`src/design/mflg_ram.sv`:
```
module mflg_ram #(
   parameter int WIDTH = 8,
   parameter int DEPTH = 16
) (
   input  logic                     clock,
   input  logic                     wr_en,
   input  logic [$clog2(DEPTH)-1:0] wr_addr,
   input  logic [WIDTH-1:0]         wr_data,
   input  logic                     rd_en,
   input  logic [$clog2(DEPTH)-1:0] rd_addr,
   output logic [WIDTH-1:0]         rd_data
);

   logic [WIDTH-1:0] mem [DEPTH];
   logic [WIDTH-1:0] rd_data_ff;

   always_ff @(posedge clock) begin
      if (wr_en) begin
         mem[wr_addr] <= wr_data;
      end
      if (rd_en) begin
         rd_data_ff <= mem[rd_addr];
      end
   end

   assign rd_data = rd_data_ff;

endmodule

```
`config.mk`:
```
export PLATFORM = sky130hd
export DESIGN_NAME = mflg_ram
export DESIGN_NICKNAME = d
export VERILOG_FILES = /design/src/design/mflg_ram.sv
export SDC_FILE = /design/constraint.sdc
export NUM_CORES = 1
export LEC_CHECK = 0
export ABC_AREA = 1
export BUFFER_PORTS_ARGS = -buffer_cell sky130_fd_sc_hd__buf_2
export CAP_MARGIN = 20
export CORE_MARGIN = 2
export CORE_UTILIZATION = 50
export DETAILED_ROUTE_END_ITERATION = 16
export HOLD_SLACK_MARGIN = 0.06
export PLACE_DENSITY = 0.64
export SLEW_MARGIN = 20
export SYNTH_ARGS = -nofsm -noshare
export SYNTH_HDL_FRONTEND = slang
export SYNTH_SLANG_ARGS = --single-unit
export TNS_END_PERCENT = 5
```
`constraint.sdc`:
```
create_clock -name clock -period 1.6 [get_ports clock]
set_input_delay 0.32 -clock clock [delete_from_list [all_inputs] [get_ports clock]]
set_output_delay 0.32 -clock clock [all_outputs]
set_load 0.005 [all_outputs]
```
==> impl_metrics.toml <==
[critical_path]
cp-end-kind = "output port"
crit_path_start_kind = "flip-flop"
cp.required_ns = 1.28
cp_num_buf_inv = 1
cp_max_fo = 1
cp_slowest_stage_delay_ns = 0.42
cp_top_family = "flip-flops"
path_cells = "buf_2"
crit_arrival_ns = 0.98
slowest_stage = "edfxtp_1"
setup.worst_path.class = "reg2out"

[run]
maxCapViolCount = 0

[synthesis]
synth_cell_types = 11
yosysSeqAreaShare_pct = 69.8
synth_most_common_cell = "nand2_1"
synth_top_area_share_pct = 69.8
synth_common_cells = "nand2_1, edfxtp_1, inv_1, nand3_1, nor2_1"
syn_inst = 551
ys_seq_elements = 136
synth.top_cells.by_area = "edfxtp_1, nand2_1, nand3_1"
synth_area_per_cell_um2 = 10.6
synth_edf_count = 136
synth_flop_cell = "edfxtp_1"
synth_nets = 570
syn_area_um2 = 5850
postSynth.asyncResetShare_pct = 0
synth_top_area_cell = "edfxtp_1"
yosysWarnings = 0

[clock_network]
clkSinkCount = 136
cts_setup_buffers = 0
cts-resized-gates = 0
cts_tree = "built"
cts.clk_slew.worst_paths_ns = 0.06
insertion_delay_ns = 0.41
cts_made_buffers = 17
clockRootBuffer = "clkbuf_16"
h-tree-depth = 4
clockBufferDepth = 2
ctsHoldBuffers = 0

[die]
die_w_um = 112
dieArea_um2 = 12600
initial_core_util_pct = 51.2
row_count = 39
core-area_um2 = 11400
ios = 27
die_y_um = 112

[cells_and_area]
final_util_pct = 59.4
drive_gt1_share_pct = 12.8
layout.cells.non_filler = 752
nFillCells = 934
syn2layout_area_growth_pct = 15.9
fin_nets = 615
antenna_cells = 0

[power_and_ir_drop]
irDropWorstVdd_mv = 0.636
finalPower_mw = 8.30
p_per_area_nw_per_um2 = 1220
p_leak_nw = 2.95

[grt]
grt_use_total_pct = 21.9
grt_pass1_vias = 3803
grt_pass1_wl_mm = 20.5
globalRouteOverflowTotal = 0
antenna_found_initial = 0
grt_max_degree = 45

[routing]
drt_iter0_drc = 388
wirelength_mm = 12.9
ant_nets = 0
via_per_inst = 5.23
wl_per_cell_um = 17.2
post-route-drc-count = 0
dr.pass1.iters = 5
vias = 3930

[timing]
slew_headroom_pct = 57.6
fin_crit_ns = 1.30
worst_clock_skew_ns = 0.00720
grt_setup_unrepaired = "false"
tightest_slew_ns = 0.635
timing.final.crit_share_pct = 81.5
tns_ns = 0
hold_viol_final = 0
maxSlewViolCount = 0
setup_viol_count_final = 0
timing.fmax_mhz = 767

[placement]
place_hpwl_mm = 8.11
port_buffers = 26
placedCellCount = 720
gp_congestion = 0.815

[min_path]
hold_path_class = "in2reg"

[run_status]
outcome = "completed"
==> stage by stage <==
| step | area, um^2 | hold slack (ns) | setup WS (ns) |
|---|---|---|---|
| 2_1_floorplan | 5850 | 0.419 | 0.329 |
| 3_3_place_gp | 6210 | 0.687 | 0.0299 |
| 3_5_place_dp | 6210 | 0.695 | 0.0170 |
| 4_1_cts | 6780 | 0.261 | 0.244 |
| 5_1_grt | 6780 | 0.261 | 0.255 |
| 6_report | 6780 | 0.271 | 0.297 |
==> placed cells by master, fill, tap and decap left out <==
cell	instances
nand2_1	173
edfxtp_1	136
inv_1	100
nand3_1	97
buf_2	26
buf_4	21
nor2_1	17
clkbuf_16	17
clkinv_2	5
clkbuf_1	4
bufinv_16	3
buf_12	3
inv_2	2
nand3b_1	2
clkinv_1	2
clkinvlp_4	1
==> final timing paths <==
path           endpoint        from  slack [ns]  depth (start not counted)
max          rd_data[1]  rd_data[1]        0.30                          1
min reg2reg  rd_data[4]  mem[14][4]        0.73                          6
min          rd_data[4]       rd_en        0.27                          1
max reg2reg  rd_data[4]   mem[3][4]        0.44                          6
==> registers in the layout, summed over array words and instances (netlist names) <==
name and count:
rd_data 8, mem 128
==> where the power goes <==
| group | switching [mW] | internal (mW) | leakage, nW | total [mW] |
|---|---|---|---|---|
| clock | 1.35 | 2.42 | 0.279 | 3.77 |
| sequential | 0.0228 | 4.02 | 1.24 | 4.04 |
| combinational | 0.341 | 0.150 | 1.43 | 0.491 |
==> cell families after synthesis <==
kind of cell | synth area share [%]
simple gates | 20.8
flops | 69.8
buf+inv | 9.39
==> final cells by class <==
type | instances | area [um^2] | share of cell area [%]
clock inverters | 11 | 130 | 1.92
repair buffers | 50 | 348 | 5.13
flip-flops and latches | 136 | 4080 | 60.3
clock buffers | 21 | 440 | 6.50
well taps | 143 | 179 | 2.64
inverters | 102 | 383 | 5.65
multi-input cells | 289 | 1210 | 17.9
==> layer usage <==
metal | vias up | track usage (%) | share of wire [%]
met5 | - | 0 | 0
met4 | 0 | 8.70 | 1.8
met3 | 18 | 4.54 | 6.2
met2 | 141 | 35.3 | 49
met1 | 1901 | 29.6 | 43
li1 | 1870 | - | -
(Power assumes the default switching activity.)
